$ cat config.mk
export PLATFORM = sky130hd
export DESIGN_NAME = fifo_and_priority_dual_queue
export DESIGN_NICKNAME = d
export VERILOG_FILES = /design/src/rtl/fpdq_pkg.sv /design/src/rtl/fpdq_ram.sv /design/src/rtl/fifo_and_priority_dual_queue.sv
export SDC_FILE = /design/constraint.sdc
export NUM_CORES = 1
export LEC_CHECK = 0
export BUFFER_PORTS_ARGS = -buffer_cell sky130_fd_sc_hd__buf_2
export CORE_MARGIN = 1.5
export CORE_UTILIZATION = 58
export CTS_BUF_LIST = sky130_fd_sc_hd__clkbuf_8
export DETAILED_ROUTE_END_ITERATION = 10
export GPL_TIMING_DRIVEN = 0
export PLACE_DENSITY = 0.84
export SETUP_SLACK_MARGIN = 0.15
export SLEW_MARGIN = 5
export SYNTH_ARGS = -nofsm -noshare
export SYNTH_HDL_FRONTEND = slang
export SYNTH_SLANG_ARGS = --single-unit
$ cat constraint.sdc
create_clock -name clk_i -period 3.1 [get_ports clk_i]
set_input_delay 0.465 -clock clk_i [delete_from_list [all_inputs] [get_ports clk_i]]
set_output_delay 0.465 -clock clk_i [all_outputs]
set_load 0.05 [all_outputs]
$ cat src/rtl/fpdq_pkg.sv
// Shared constants and types for the dual-order (arrival / priority) queue.
// No dependencies.
package fpdq_pkg;

  localparam int CAPACITY = 16;
  localparam int ID_BITS  = 16;
  localparam int AGE_BITS = 8;

  localparam int IDX_W = (CAPACITY > 1) ? $clog2(CAPACITY) : 1;
  localparam int CNT_W = $clog2(CAPACITY + 1);

  localparam int FUNC_W  = 3;
  localparam int ID_W    = 16;
  localparam int AGE_W   = 8;
  localparam int COUNT_W = 5;

  typedef enum logic [FUNC_W-1:0] {
    FN_INSERT   = 3'd0,
    FN_REM_PRIO = 3'd1,
    FN_REM_OLD  = 3'd2,
    FN_ABANDON  = 3'd3,
    FN_QUERY    = 3'd4
  } func_e;

  typedef struct packed {
    logic [ID_BITS-1:0]  id;
    logic [AGE_BITS-1:0] age;
  } entry_t;

endpackage

$ cat src/rtl/fpdq_ram.sv
// Simple dual-port RAM: one write port, one read port, registered read data.
// No dependencies.
module fpdq_ram #(
  parameter int DEPTH = 16,
  parameter int WIDTH = 24,
  parameter int AW    = (DEPTH > 1) ? $clog2(DEPTH) : 1
) (
  input  logic             clk_i,
  input  logic             we_i,
  input  logic [AW-1:0]    waddr_i,
  input  logic [WIDTH-1:0] wdata_i,
  input  logic             re_i,
  input  logic [AW-1:0]    raddr_i,
  output logic [WIDTH-1:0] rdata_o
);

  logic [WIDTH-1:0] mem [DEPTH];

  always_ff @(posedge clk_i) begin
    if (we_i) begin
      mem[waddr_i] <= wdata_i;
    end
  end

  always_ff @(posedge clk_i) begin
    if (re_i) begin
      rdata_o <= mem[raddr_i];
    end
  end

endmodule

$ cat src/rtl/fifo_and_priority_dual_queue.sv
// Dual-order queue: entries kept compacted in arrival order in one RAM; priority is
// found by a scan (highest age, earliest arrival on ties). A removal compacts the
// entries above the removed slot by a read/write sweep. Depends on fpdq_pkg, fpdq_ram.
// One transaction at a time; start is taken again from the cycle done_o is high.
// Reset empties the queue; RAM contents are not cleared, only the count.
module fifo_and_priority_dual_queue
  import fpdq_pkg::*;
(
  input  logic               clk_i,
  input  logic               rst_ni,
  input  logic               start,
  output logic               busy,
  input  logic [FUNC_W-1:0]  func_i,
  input  logic [ID_W-1:0]    id_i,
  input  logic [AGE_W-1:0]   age_i,
  output logic               done_o,
  output logic               ok_o,
  output logic [ID_W-1:0]    out_id_o,
  output logic [AGE_W-1:0]   out_age_o,
  output logic [COUNT_W-1:0] count_o
);

  typedef enum logic [1:0] {
    ST_IDLE,
    ST_SCAN,
    ST_DECIDE,
    ST_SHIFT
  } state_e;

  state_e              state_q;
  logic [FUNC_W-1:0]   func_q;
  logic [ID_BITS-1:0]  id_q;
  logic [AGE_BITS-1:0] age_q;
  logic [CNT_W-1:0]    count_q;
  logic [CNT_W-1:0]    rd_idx_q;
  logic                pend_q;
  logic [IDX_W-1:0]    pend_idx_q;
  logic                found_q;
  logic [IDX_W-1:0]    fpos_q;
  logic [AGE_BITS-1:0] fage_q;
  logic [IDX_W-1:0]    best_pos_q;
  logic [ID_BITS-1:0]  best_id_q;
  logic [AGE_BITS-1:0] best_age_q;
  logic [ID_BITS-1:0]  first_id_q;
  logic [AGE_BITS-1:0] first_age_q;
  logic                ok_q;
  logic [ID_BITS-1:0]  res_id_q;
  logic [AGE_BITS-1:0] res_age_q;
  logic                done_q;

  logic                rd_issue;
  logic                ram_we;
  logic [IDX_W-1:0]    ram_waddr;
  entry_t              ram_wdata;
  entry_t              ram_rdata;
  logic                accept;

  logic                dec_ok;
  logic                dec_rm;
  logic                dec_ins;
  logic [IDX_W-1:0]    dec_pos;
  logic [ID_BITS-1:0]  dec_id;
  logic [AGE_BITS-1:0] dec_age;

  assign accept   = start && (state_q == ST_IDLE);
  assign busy     = (state_q != ST_IDLE);
  assign rd_issue = ((state_q == ST_SCAN) || (state_q == ST_SHIFT)) && (rd_idx_q < count_q);

  // Insert writes at the tail during DECIDE; the sweep writes slot k-1 with slot k.
  assign ram_we    = (state_q == ST_DECIDE && dec_ins) || (state_q == ST_SHIFT && pend_q);
  assign ram_waddr = (state_q == ST_DECIDE) ? count_q[IDX_W-1:0] : pend_idx_q - IDX_W'(1);
  assign ram_wdata = (state_q == ST_DECIDE) ? entry_t'({id_q, age_q}) : ram_rdata;

  fpdq_ram #(
    .DEPTH (CAPACITY),
    .WIDTH ($bits(entry_t)),
    .AW    (IDX_W)
  ) u_ram (
    .clk_i   (clk_i),
    .we_i    (ram_we),
    .waddr_i (ram_waddr),
    .wdata_i (ram_wdata),
    .re_i    (rd_issue),
    .raddr_i (rd_idx_q[IDX_W-1:0]),
    .rdata_o (ram_rdata)
  );

  always_comb begin
    dec_ok  = 1'b0;
    dec_rm  = 1'b0;
    dec_ins = 1'b0;
    dec_pos = '0;
    dec_id  = '0;
    dec_age = '0;
    unique case (func_q)
      FN_INSERT: begin
        dec_ins = (id_q != '0) && (age_q != '0) && (count_q < CNT_W'(CAPACITY)) && !found_q;
        dec_ok  = dec_ins;
      end
      FN_REM_PRIO: begin
        dec_ok  = (count_q != '0);
        dec_rm  = dec_ok;
        dec_pos = best_pos_q;
        dec_id  = dec_ok ? best_id_q : '0;
        dec_age = dec_ok ? best_age_q : '0;
      end
      FN_REM_OLD: begin
        dec_ok  = (count_q != '0);
        dec_rm  = dec_ok;
        dec_id  = dec_ok ? first_id_q : '0;
        dec_age = dec_ok ? first_age_q : '0;
      end
      FN_ABANDON: begin
        dec_ok  = found_q;
        dec_rm  = found_q;
        dec_pos = fpos_q;
      end
      FN_QUERY: begin
        dec_ok  = found_q;
        dec_age = found_q ? fage_q : '0;
      end
      default: begin
        dec_ok = 1'b0;
      end
    endcase
  end

  always_ff @(posedge clk_i or negedge rst_ni) begin
    if (!rst_ni) begin
      state_q     <= ST_IDLE;
      func_q      <= '0;
      id_q        <= '0;
      age_q       <= '0;
      count_q     <= '0;
      rd_idx_q    <= '0;
      pend_q      <= 1'b0;
      pend_idx_q  <= '0;
      found_q     <= 1'b0;
      fpos_q      <= '0;
      fage_q      <= '0;
      best_pos_q  <= '0;
      best_id_q   <= '0;
      best_age_q  <= '0;
      first_id_q  <= '0;
      first_age_q <= '0;
      ok_q        <= 1'b0;
      res_id_q    <= '0;
      res_age_q   <= '0;
      done_q      <= 1'b0;
    end else begin
      done_q <= 1'b0;
      pend_q <= rd_issue;
      if (rd_issue) begin
        rd_idx_q   <= rd_idx_q + CNT_W'(1);
        pend_idx_q <= rd_idx_q[IDX_W-1:0];
      end
      unique case (state_q)
        ST_IDLE: begin
          if (accept) begin
            func_q   <= func_i;
            id_q     <= ID_BITS'(id_i);
            age_q    <= AGE_BITS'(age_i);
            rd_idx_q <= '0;
            found_q  <= 1'b0;
            state_q  <= ST_SCAN;
          end
        end
        ST_SCAN: begin
          if (pend_q) begin
            if (pend_idx_q == '0) begin
              first_id_q  <= ram_rdata.id;
              first_age_q <= ram_rdata.age;
            end
            if (pend_idx_q == '0 || ram_rdata.age > best_age_q) begin
              best_pos_q <= pend_idx_q;
              best_id_q  <= ram_rdata.id;
              best_age_q <= ram_rdata.age;
            end
            if (!found_q && ram_rdata.id == id_q) begin
              found_q <= 1'b1;
              fpos_q  <= pend_idx_q;
              fage_q  <= ram_rdata.age;
            end
          end
          if (!rd_issue && !pend_q) begin
            state_q <= ST_DECIDE;
          end
        end
        ST_DECIDE: begin
          ok_q      <= dec_ok;
          res_id_q  <= dec_id;
          res_age_q <= dec_age;
          if (dec_rm) begin
            rd_idx_q <= CNT_W'(dec_pos) + CNT_W'(1);
            state_q  <= ST_SHIFT;
          end else begin
            if (dec_ins) begin
              count_q <= count_q + CNT_W'(1);
            end
            done_q  <= 1'b1;
            state_q <= ST_IDLE;
          end
        end
        ST_SHIFT: begin
          if (!rd_issue && !pend_q) begin
            count_q <= count_q - CNT_W'(1);
            done_q  <= 1'b1;
            state_q <= ST_IDLE;
          end
        end
        default: begin
          state_q <= ST_IDLE;
        end
      endcase
    end
  end

  assign done_o    = done_q;
  assign ok_o      = ok_q;
  assign out_id_o  = ID_W'(res_id_q);
  assign out_age_o = AGE_W'(res_age_q);
  assign count_o   = COUNT_W'(count_q);

  a_count_bound: assert property (@(posedge clk_i) disable iff (!rst_ni)
    count_q <= CNT_W'(CAPACITY))
    else $error("entry count above capacity");

  a_done_pulse: assert property (@(posedge clk_i) disable iff (!rst_ni)
    done_q |=> !done_q)
    else $error("result strobe longer than one cycle");

  a_no_rw_same: assert property (@(posedge clk_i) disable iff (!rst_ni)
    (ram_we && rd_issue) |-> (ram_waddr != rd_idx_q[IDX_W-1:0]))
    else $error("RAM read and write hit the same entry");

  a_count_done: assert property (@(posedge clk_i) disable iff (!rst_ni)
    (count_q != $past(count_q)) |-> done_q)
    else $error("count changed without a completed transaction");

  a_accept_busy: assert property (@(posedge clk_i) disable iff (!rst_ni)
    accept |=> busy)
    else $error("busy not raised after accepted transaction");

endmodule

# Word-level counts from Yosys, hierarchy flattened
# Memory sizes are Yosys's and may differ from the RTL's. A register that Yosys moved wholly into a read port is not among the register bits.
# Index checks and enable logic that the tools add are counted.
# classes
addsub	5
order_cmp	3
n_eq_ne	15
muxes	35
n_reduce_logical	33
# op_table
operator	n
16-bit 2-to-1 mux	2
16-bit one-hot mux with 2 select lines	1
5-bit 2-to-1 mux	6
24-bit 2-to-1 mux	1
8-bit 2-to-1 mux	3
8-bit one-hot mux with 3 select lines	1
5-bit one-hot mux with 2 select lines	2
16-bit == test	1
16-bit nonzero test	1
3-bit AND reduction	4
5-bit by 1-bit adder with 5-bit output, second input constant	2
1-bit logical AND	9
8-bit greater-than comparator	1
1-bit 2-to-1 mux	8
2-bit 2-to-1 mux	4
2-bit inequality test, second input constant	4
2-bit one-hot mux with 4 select lines	1
4-bit one-hot mux with 2 select lines	1
4-bit AND reduction	2
8-bit nonzero test	1
3-bit by 2-bit == test with 1-bit output, second input constant	2
2-bit by 1-bit inequality test with 1-bit output, second input constant	3
1-bit one-hot mux with 2 select lines	3
2-bit nonzero test	3
other kinds (19)	25
# word_totals
reg_bits	135
ram_bits	384
in_bits	30
out_inout_bits	32
elab_cells	112
memories	1
# mem_list
name	depth	word_bits	rd	rd_ports_with_merged_regs	write_ports	line	source
u_ram.mem	16	24	1	1	1	fpdq_ram.sv:17	logic [WIDTH-1:0] mem [DEPTH];

# Depth between registers and ports, before layout
# Gate-level depths: netlist of run 1.
# depth
ltp_word	9
ltp_mapped	9
mapped_depth_nobuf	8

# Hierarchy
# Synthesis of run 1 repeated with hierarchy kept, for this count alone.
# unflattened
cells_unflattened	1255
area_unflattened_um2	21958.6
# modules_own_cells
module	n_inst	cells_each	area_each_um2	seq_area_each_um2
fpdq_ram	1	636	15173.3	12251.8
fifo_and_priority_dual_queue	1	619	6785.3	3378.2

# Worst setup path before layout of run 1
# OpenSTA, ideal clock, no wires.
# synth_timing
kind	register to register
from	reg func_q[0]
to	mem u_ram.mem[7][0], enable pin
setup_ns	0.405
arrival_ns	2.532
t_required_ns	2.695
setup_slack_ns	0.163
path_stages_with_launch	7
n_path_buf	1
synth_period_minus_slack_ns	2.937
path_cell_list	dfrtp_1 clkbuf_1 nor4_1 o211ai_1 o31ai_1 nand3_1 nor2_1
# synth_via
elab_chain_len	6
# synth_lines
item	line	source
from (decl)	fifo_and_priority_dual_queue.sv:31	logic [FUNC_W-1:0] func_q;
from (signal assigned)	fifo_and_priority_dual_queue.sv:160	func_q <= func_i;
3-bit zero test	fifo_and_priority_dual_queue.sv:95	unique case (func_q)
1-bit 2-to-1 mux	fifo_and_priority_dual_queue.sv:95	
1-bit logical AND	fifo_and_priority_dual_queue.sv:70	assign ram_we = (state_q == ST_DECIDE && dec_ins) || (state_q == ST_SHIFT && pend_q);
1-bit logical OR	fifo_and_priority_dual_queue.sv:70	
1-bit 2-to-1 mux	fpdq_ram.sv:20	if (we_i) begin
1-bit 2-to-1 mux (implied by the code)	fpdq_ram.sv:21	mem[waddr_i] <= wdata_i;
to (decl)	fpdq_ram.sv:17	
# Every way passes these cells.

# Final worst setup path of run 1
# layout_timing
from	reg func_q[0]
to	mem u_ram.mem[0][12], enable pin
# The elaborated chain is that of the path after synthesis.

==> impl_metrics.json, run 1 <==
{
  "status": "finished, final reports clean",
  "final-setup-viol-count": 0,
  "grt_max_degree": 88,
  "start_util": 0.589,
  "ys_warn_count": 0,
  "via_per_inst": 6.42,
  "power.density_nw_per_um2": 973,
  "drc": 0,
  "worstSkewPairLatency_ps": 660,
  "synth_edf_count": 408,
  "crit_slowest_cell": "o31ai_4",
  "hold_viol_final": 0,
  "synth_fp_nets": 1403,
  "cts_sinks": 543,
  "cts_buffers": 82,
  "die_area_um2": 39400,
  "avgSynthCellArea_um2": 16.4,
  "gp_congestion": 0.858,
  "synth_area_leader_cell": "edfxtp_1",
  "worst_clock_skew_ps": 37.8,
  "core_area_um2": 37700,
  "crit_fanout": 16,
  "synth.distinct_cells": 59,
  "grt_pass1_wl_um": 84600,
  "insertedDiodeCount": 0,
  "synth_top_area_share": 0.552,
  "num_io_pins": 62,
  "syn_area_um2": 22200,
  "overflow": 0,
  "fin_crit_ps": 2970,
  "max_freq_mhz": 337,
  "synthCells": 1353,
  "io_buffers": 61,
  "drtIter0Drc": 1974,
  "slowest_delay_ps": 450,
  "hold_ws_ps": 50.8,
  "drtPass1Iterations": 6,
  "synthArstFlopShare": 0.249,
  "cts-root-buf": "clkbuf_8",
  "path_cells": "clkbuf_1 -> nor4_2 -> o211ai_1 -> o31ai_4 -> nand3_2 -> nor2_4 -> buf_16",
  "vias": 13600,
  "place_worst_setup_slack_ps": -389,
  "nFillCells": 2321,
  "r2r_slack_ps": 130,
  "tns_ps": 0,
  "rsz0062_at_grt": "true",
  "synth.most_common_cell": "edfxtp_1",
  "fin_nets": 1592,
  "cp_data_required_time_ps": 3430,
  "drv_slew": 0,
  "crit_type": "reg2reg",
  "worst_slew_margin_rel": 0.206,
  "p_leak_uw": 0.00961,
  "wl_per_cell_um": 26.6,
  "fp-row-count": 71,
  "grt_pass1_vias": 13800,
  "peakVddDrop_uv": 423,
  "cts_tree": "yes",
  "routed_wl_um": 56300,
  "hp-class": "in2reg",
  "cp-end-kind": "flop",
  "clockBufferDepth": 3,
  "synth_area_leaders": "edfxtp_1 55%, dfrtp_1 15%, mux4_2 4.9%",
  "ys_top_cells_by_count": "408 x edfxtp_1, 146 x nand2_1, 135 x dfrtp_1",
  "drive_above_1_share": 0.255,
  "worst_slack_ps": 132,
  "syn_to_final_growth_pct": 15.7,
  "arrival_ps": 3300,
  "start_kind": "flop",
  "fin_crit_sh": 0.958,
  "die_h_um": 199,
  "hpwl_um": 35100,
  "h-tree-depth": 3,
  "worstMarginPinSlew_ps": 1180,
  "synth-main-ff-cell": "edfxtp_1",
  "yosys_register_bits": 543,
  "grt_antenna_before_repair": 0,
  "ys_seq_area_frac": 0.704,
  "cts.clk_slew.worst_paths_ps": 60,
  "postRouteAntennaNets": 0,
  "drv_cap": 0,
  "grt_usage": 0.297,
  "die_x_um": 199
}
[cell type report]
class	count	area (um^2)	share of cell area
timing repair buffer	101	1070	0.0419
buffer	70	359	0.0140
multi-input combinational	719	6340	0.247
tap	511	639	0.0249
sequential	543	15600	0.609
clock buffer	88	1210	0.0472
clock inverter	60	310	0.0121
inverter	25	93.8	0.00366
[power by group]
part | total [uW] | internal [uW] | switching (uW)
logic | 8330 | 2890 | 5430
registers | 11100 | 10100 | 1010
clock network | 5530 | 2790 | 2740
total | 25000 | 15800 | 9180
[final timing paths]
| path | end | cells past startpoint | from |
|---|---|---|---|
| max | u_ram.mem[0][12] | 7 | func_q[0] |
| min | func_q[2] | 2 | func_i[2] |
| max reg2reg | u_ram.mem[0][12] | 7 | func_q[0] |
| min reg2reg | out_id_o[13] | 2 | out_id_o[13] |
| max in group asynchronous | first_id_q[12] | 3 | rst_ni |
| min in group asynchronous | fage_q[4] | 2 | rst_ni |
[per-layer routing]
layer | global-route usage | wire [um] | up-vias
met3 | 0.0722 | 6340 | 220
met2 | 0.470 | 26600 | 930
met4 | 0.151 | 2840 | 0
met5 | 0 | 0 | -
met1 | 0.385 | 20500 | 6781
li1 | - | - | 5651
[flip-flops by register name (all words and copies together), names as in the netlist, 5 cells and up]
register	cells
out_id_o	16
first_age_q	8
first_id_q	16
best_age_q	8
fage_q	8
age_q	8
out_age_o	8
id_q	16
u_ram.mem	384
u_ram.rdata_o	24
rd_idx_q	5
best_id_q	16
count_o	5
[through the flow]
step / std cells / utilization / instance area [um^2] / total power, uW
final: 2117 / 0.681 / 25700 / 25000
after global routing: 2117 / 0.681 / 25700 / 26000
after CTS: 2117 / 0.681 / 25600 / 24700
after detailed placement: 1938 / 0.627 / 23600 / 19000
after global placement: 1925 / 0.614 / 23100 / 18500
after floorplan: 1353 / - / 22200 / 16400
[placed cells by master (no fill, tap or decap), types with 19 or more instances in the layout]
master,n
edfxtp_1,408
nand2_1,146
dfrtp_1,135
mux2i_1,106
clkbuf_8,88
buf_2,82
mux2_2,69
inv_1,57
o21ai_0,56
a221oi_1,48
mux4_2,48
a22oi_1,48
clkbuf_1,29
xnor2_1,22
nor2_4,20
mux2_4,20
ha_1,19
[cell families after synthesis]
group	Yosys count	synth area share
xor+xnor	29	0.0114
mux	244	0.146
compound gates	202	0.0643
fa+ha+maj	20	0.0116
buf+inv	95	0.0198
simple gates	220	0.0428
flops	543	0.704
[timing repair]
action,in CTS,in global routing
pin swaps,19,0
hold buffers,1,0
gates resized for setup,15,14
endpoints found under the setup margin,386,398
hold endpoints to repair,48,0
gates cloned,4,0
setup buffers,26,0
[worst max-delay path, delay by kind of cell (launching register included)]
kind	cells	cell delay, ps
AND/OR/NAND/NOR	3	1170
AO/OA/AOI/OAI	2	710
buffers and inverters	2	380
flip-flops	1	360
(Power assumes the default switching activity.)
==> run 2: changes to the inputs <==
==> constraint.sdc (replaced) <==
create_clock -name clk_i -period 3.1 [get_ports clk_i]
set_input_delay 0.155 -clock clk_i [delete_from_list [all_inputs] [get_ports clk_i]]
set_output_delay 0.155 -clock clk_i [all_outputs]
set_load 0.05 [all_outputs]
==> run 2 against run 1 <==
Cell count rose by 1.3%; hold slack got worse by 33 ps; clock power barely moved; largest cell class unchanged; critical endpoint unchanged; register-to-register slack got worse by 50 ps; first-iteration DRC count fell by 12%; count of clock-buffer cells in the layout did not move; non-clock buffer count rose by 28; global-route usage rose by 0.31 points; highest routed layer unchanged; design area rose by 1.0%; fmax fell by 1.7%; sequential share of layout area fell by 0.63 points; critical path type unchanged.
==> impl_metrics.json, run 2 (synthesis gave the netlist of run 1 again) <==
{
  "h-tree-depth": 3,
  "final_cell_mix": "408 x edfxtp_1, 146 x nand2_1, 135 x dfrtp_1, 106 x mux2i_1, 88 x clkbuf_8",
  "worst_slack_ps": 80.7,
  "fp-row-count": 71,
  "place_worst_setup_slack_ps": -389,
  "cts_tree": "yes",
  "path_cells": "clkbuf_1 -> nor4_2 -> o211ai_1 -> o31ai_4 -> nand3_2 -> nor2_4 -> buf_16",
  "power_frac_seq": 0.444,
  "start_kind": "flop",
  "power.density_nw_per_um2": 964,
  "drive_above_1_share": 0.250,
  "final-setup-viol-count": 0,
  "grt_usage": 0.300,
  "worst_slew_margin_rel": 0.199,
  "path_buf_inv": 2,
  "p_switching_uw": 9180,
  "crit_fanout": 16,
  "hold_viol_final": 0,
  "cts-root-buf": "clkbuf_8",
  "drtIter0Drc": 1739,
  "worst_clock_skew_ps": 42.8,
  "hold_ws_ps": 18.1,
  "num_io_pins": 62,
  "top_regs": "u_ram.mem (384), u_ram.rdata_o (24)",
  "combPwrFrac": 0.335,
  "crit_type": "reg2reg",
  "hp-class": "in2async",
  "status": "finished, final reports clean",
  "cts.clk_slew.worst_paths_ps": 70,
  "arrival_ps": 3350,
  "rsz0062_at_grt": "true",
  "swShare": 0.367,
  "final_common_cell": "edfxtp_1",
  "core_area_um2": 37700,
  "drv_slew": 0,
  "clkPwrFrac": 0.221,
  "overflow": 0,
  "largest_register_ffs": 384,
  "drc": 0,
  "grt_pass1_wl_um": 85600,
  "cp_top_family": "simple AND/OR/NAND/NOR gates",
  "worstSkewPairLatency_ps": 670,
  "final_util": 0.688,
  "io_buffers": 61,
  "cp-end-kind": "flop",
  "via_per_inst": 6.42,
  "die_area_um2": 39400,
  "grt_pass1_vias": 14000,
  "fin_crit_sh": 0.974,
  "syn_to_final_growth_pct": 16.9,
  "regArea_um2": 15600,
  "cts_sinks": 543,
  "worstMarginPinSlew_ps": 1190,
  "hpwl_um": 35100,
  "nFillCells": 2248,
  "multiInputGateArea_um2": 6330,
  "wl_per_cell_um": 26.6,
  "clockBufferDepth": 3,
  "fin_crit_ps": 3020,
  "vias": 13800,
  "grt_max_degree": 88,
  "slowest_delay_ps": 470,
  "p_leak_uw": 0.00972,
  "cts_buffers": 82,
  "crit_slowest_cell": "nor4_2",
  "power.internal_uw": 15800,
  "die_x_um": 199,
  "die_h_um": 199,
  "start_util": 0.589,
  "fin_nets": 1620,
  "drtPass1Iterations": 5,
  "postRouteAntennaNets": 0,
  "regMostFlops": "u_ram.mem",
  "insertedDiodeCount": 0,
  "grt_antenna_before_repair": 1,
  "max_freq_mhz": 331,
  "peakVddDrop_uv": 423,
  "drv_cap": 0,
  "cp_data_required_time_ps": 3430,
  "gp_congestion": 0.858,
  "routed_wl_um": 57000
}
## run 2: cell count changes in the layout (fill, tap and decap cells not counted), sizes merged
cell / before / now
buf: 132 / 133
dlygate4sd3: 1 / 29
clkbuf: 126 / 125
## run 2: power by group through the flow
stage | sequential [uW] | combinational (uW) | clock [uW]
final | 11100 | 8370 | 5530
after floorplan | 11300 | 5080 | 0
after global placement | 11100 | 7330 | 0
after global routing | 11200 | 8900 | 5890
after CTS | 11000 | 8100 | 5540
after detailed placement | 11200 | 7870 | 0
## run 2: what timing repair did
item,4_1_cts,5_1_grt
setup buffers,26,0
hold buffers,29,0
setup endpoints to repair,386,412
pin swaps,19,0
cloned,4,0
gates resized for setup,15,12
hold endpoints to repair,168,0
## run 2: per-stage QoR
stage / cell area [um^2] / instances / total power [uW] / TNS (ps)
2_1_floorplan: 22200 / 1353 / 16400 / 0
3_3_place_gp: 23100 / 1925 / 18500 / -549020
3_5_place_dp: 23600 / 1938 / 19000 / -101310
4_1_cts: 25900 / 2145 / 24700 / 0
5_1_grt: 25900 / 2145 / 26000 / 0
6_report: 25900 / 2145 / 25000 / 0
## run 2: layer usage
metal  track usage  vias up  wire (um)
met1         0.381     6902      20600
li1              -     5699          -
met3        0.0739      207       6370
met2         0.482      969      27200
met4         0.156        0       2870
met5             0        -          0
## run 2: layout make-up
type                       count  area share
timing repair buffer         129      0.0523
clock buffer                  88      0.0467
sequential                   543       0.603
clock inverter                60      0.0120
buffer                        70      0.0138
inverter                      25     0.00362
tap                          511      0.0247
multi-input combinational    719       0.244
## run 2: worst paths after layout
| path | slack, ps | cells after the start | to | from |
|---|---|---|---|---|
| setup / recovery | 80 | 7 | u_ram.mem[0][12] | func_q[0] |
| hold / removal | 20 | 2 | first_age_q[7] | rst_ni |
| setup reg to reg | 80 | 7 | u_ram.mem[0][12] | func_q[0] |
| hold reg to reg | 480 | 2 | out_age_o[3] | out_age_o[3] |
| max in group asynchronous | 2280 | 3 | out_id_o[13] | rst_ni |
| min in group clk_i | 270 | 3 | func_q[2] | func_i[2] |
==> run 3: changes to the inputs <==
Settings changed: CELL_PAD_IN_SITES_DETAIL_PLACEMENT set to 0, CELL_PAD_IN_SITES_GLOBAL_PLACEMENT set to 2, CORE_UTILIZATION 58 to 44.
==> run 3 against run 2 <==
Wire length fell by 1.6%; sequential share of layout area shrank 0.70 points; count of clock-buffer cells in the layout increased by 7; first-iteration DRC count fell by 35%; critical path type unchanged; largest cell class unchanged; highest routed layer unchanged.
==> impl_metrics.json, run 3 (synthesis gave the netlist of run 1 again) <==
{
  "status": "finished, final reports clean",
  "regMostFlops": "u_ram.mem",
  "fin_nets": 1620,
  "cts_buffers": 88,
  "layout.cells.non_filler": 2313,
  "grt_max_degree": 97,
  "crit_fanout": 17,
  "die_area_um2": 51800,
  "drive_above_1_share": 0.250,
  "cp_data_required_time_ps": 3470,
  "grt_pass1_wl_um": 83400,
  "arrival_ps": 3200,
  "postRouteAntennaNets": 0,
  "cts.clk_slew.worst_paths_ps": 60,
  "die_x_um": 228,
  "routed_wl_um": 56100,
  "insertedDiodeCount": 0,
  "h-tree-depth": 3,
  "syn_to_final_growth_pct": 18.2,
  "via_per_inst": 5.52,
  "drv_slew": 0,
  "wl_per_cell_um": 24.3,
  "gp_congestion": 0.807,
  "peakVddDrop_uv": 353,
  "power.density_nw_per_um2": 954,
  "grt_antenna_before_repair": 0,
  "max_freq_mhz": 354,
  "overflow": 0,
  "power_uw": 25000,
  "cts_sinks": 543,
  "fp-row-count": 82,
  "hold_viol_final": 0,
  "die_h_um": 228,
  "fin_crit_ps": 2830,
  "final-setup-viol-count": 0,
  "cp-end-kind": "flop",
  "place_inst": 2101,
  "cts_tree": "yes",
  "top_regs": "u_ram.mem (384), u_ram.rdata_o (24)",
  "hp-class": "in2reg",
  "worst_clock_skew_ps": 30.3,
  "drtIter0Drc": 1133,
  "final_cell_mix": "408 x edfxtp_1, 146 x nand2_1, 135 x dfrtp_1, 106 x mux2i_1, 95 x clkbuf_8",
  "rsz0062_at_grt": "false",
  "crit_type": "reg2reg",
  "clockBufferDepth": 3,
  "largest_register_ffs": 384,
  "worst_slew_margin_rel": 0.222,
  "multiInputGateArea_um2": 6320,
  "vias": 12800,
  "tns_ps": 0,
  "grt_usage": 0.225,
  "drtPass1Iterations": 5,
  "nFillCells": 4134,
  "p_leak_uw": 0.00976,
  "hpwl_um": 37000,
  "start_kind": "flop",
  "worstSkewPairLatency_ps": 690,
  "fin_crit_sh": 0.912,
  "drc": 0,
  "hold_ws_ps": 248,
  "core_area_um2": 50000,
  "cts-root-buf": "clkbuf_8",
  "final_common_cell": "edfxtp_1",
  "regArea_um2": 15600,
  "num_io_pins": 62,
  "grt_pass1_vias": 13200,
  "final_util": 0.525,
  "drv_cap": 0,
  "worstMarginPinSlew_ps": 1160,
  "start_util": 0.444,
  "io_buffers": 61
}
==> run 3: cell count changes in the layout (fill, tap and decap cells not counted), moves of 2 or more <==
cell,change
nor2_4,-2
inv_1,-2
clkinv_8,+2
buf_12,+4
clkbuf_8,+7
buf_16,-2
clkinv_1,+6
buf_4,-8
==> run 3: layer usage <==
layer / routed length (um) / GRT usage / part of all wire / vias to the layer above
met3: 3410 / 0.0408 / 0.061 / 93
met2: 27900 / 0.379 / 0.50 / 432
li1: - / - / - / 5717
met4: 1430 / 0.0808 / 0.026 / 0
met5: 0 / 0 / 0 / -
met1: 23300 / 0.292 / 0.42 / 6531
==> run 3: through the flow <==
| stage | area, um^2 | setup slack (ps) |
|---|---|---|
| 6_report | 26200 | 273 |
| 3_3_place_gp | 23300 | -2050 |
| 5_1_grt | 26200 | 185 |
| 4_1_cts | 26200 | 68.0 |
| 3_5_place_dp | 23800 | -703 |
| 2_1_floorplan | 22200 | 163 |
==> run 3: report_power, final <==
part           total, uW  switching, uW  internal [uW]
combinational       8170           5250           2920
sequential         11100            992          10100
clock               5770           2830           2930
==> run 3: worst paths after layout <==
| path | startpoint | endpoint | slack (ps) | cells past startpoint |
|---|---|---|---|---|
| min reg2reg | out_id_o[6] | out_id_o[6] | 470 | 2 |
| max reg2reg | func_q[0] | u_ram.mem[7][2] | 270 | 8 |
| min | id_i[6] | id_q[6] | 250 | 3 |
| max | func_q[0] | u_ram.mem[7][2] | 270 | 8 |
| max in group asynchronous | rst_ni | best_pos_q[2] | 2070 | 4 |
| min in group asynchronous | rst_ni | age_q[1] | 570 | 4 |
==> run 3: final cells by class <==
| cell class | count | area share |
|---|---|---|
| plain buffers | 70 | 0.0139 |
| multi-input cells | 717 | 0.241 |
| well taps | 672 | 0.0321 |
| flip-flops and latches | 543 | 0.596 |
| clock inverters | 66 | 0.0128 |
| inverters | 25 | 0.00358 |
| clock buffers | 95 | 0.0498 |
| repair buffers | 125 | 0.0510 |
==> run 3: repair_timing <==
item | 4_1_cts | 5_1_grt
pin swaps | 15 | 1
setup endpoints to repair | 398 | 413
endpoints found under the hold margin | 168 | 0
buffers inserted | 17 | 1
hold buffers | 31 | 0
gates resized for setup | 11 | 15
cloned | 2 | 0
==> run 3: worst max-delay path, stage by stage, from the launching register on <==
cell and delay (ps):
dfrtp_1 350, clkbuf_1 190, nor4_2 510, o211ai_1 280
o31ai_4 330, buf_12 160, nand3_2 220, nor2_4 270
buf_16 210
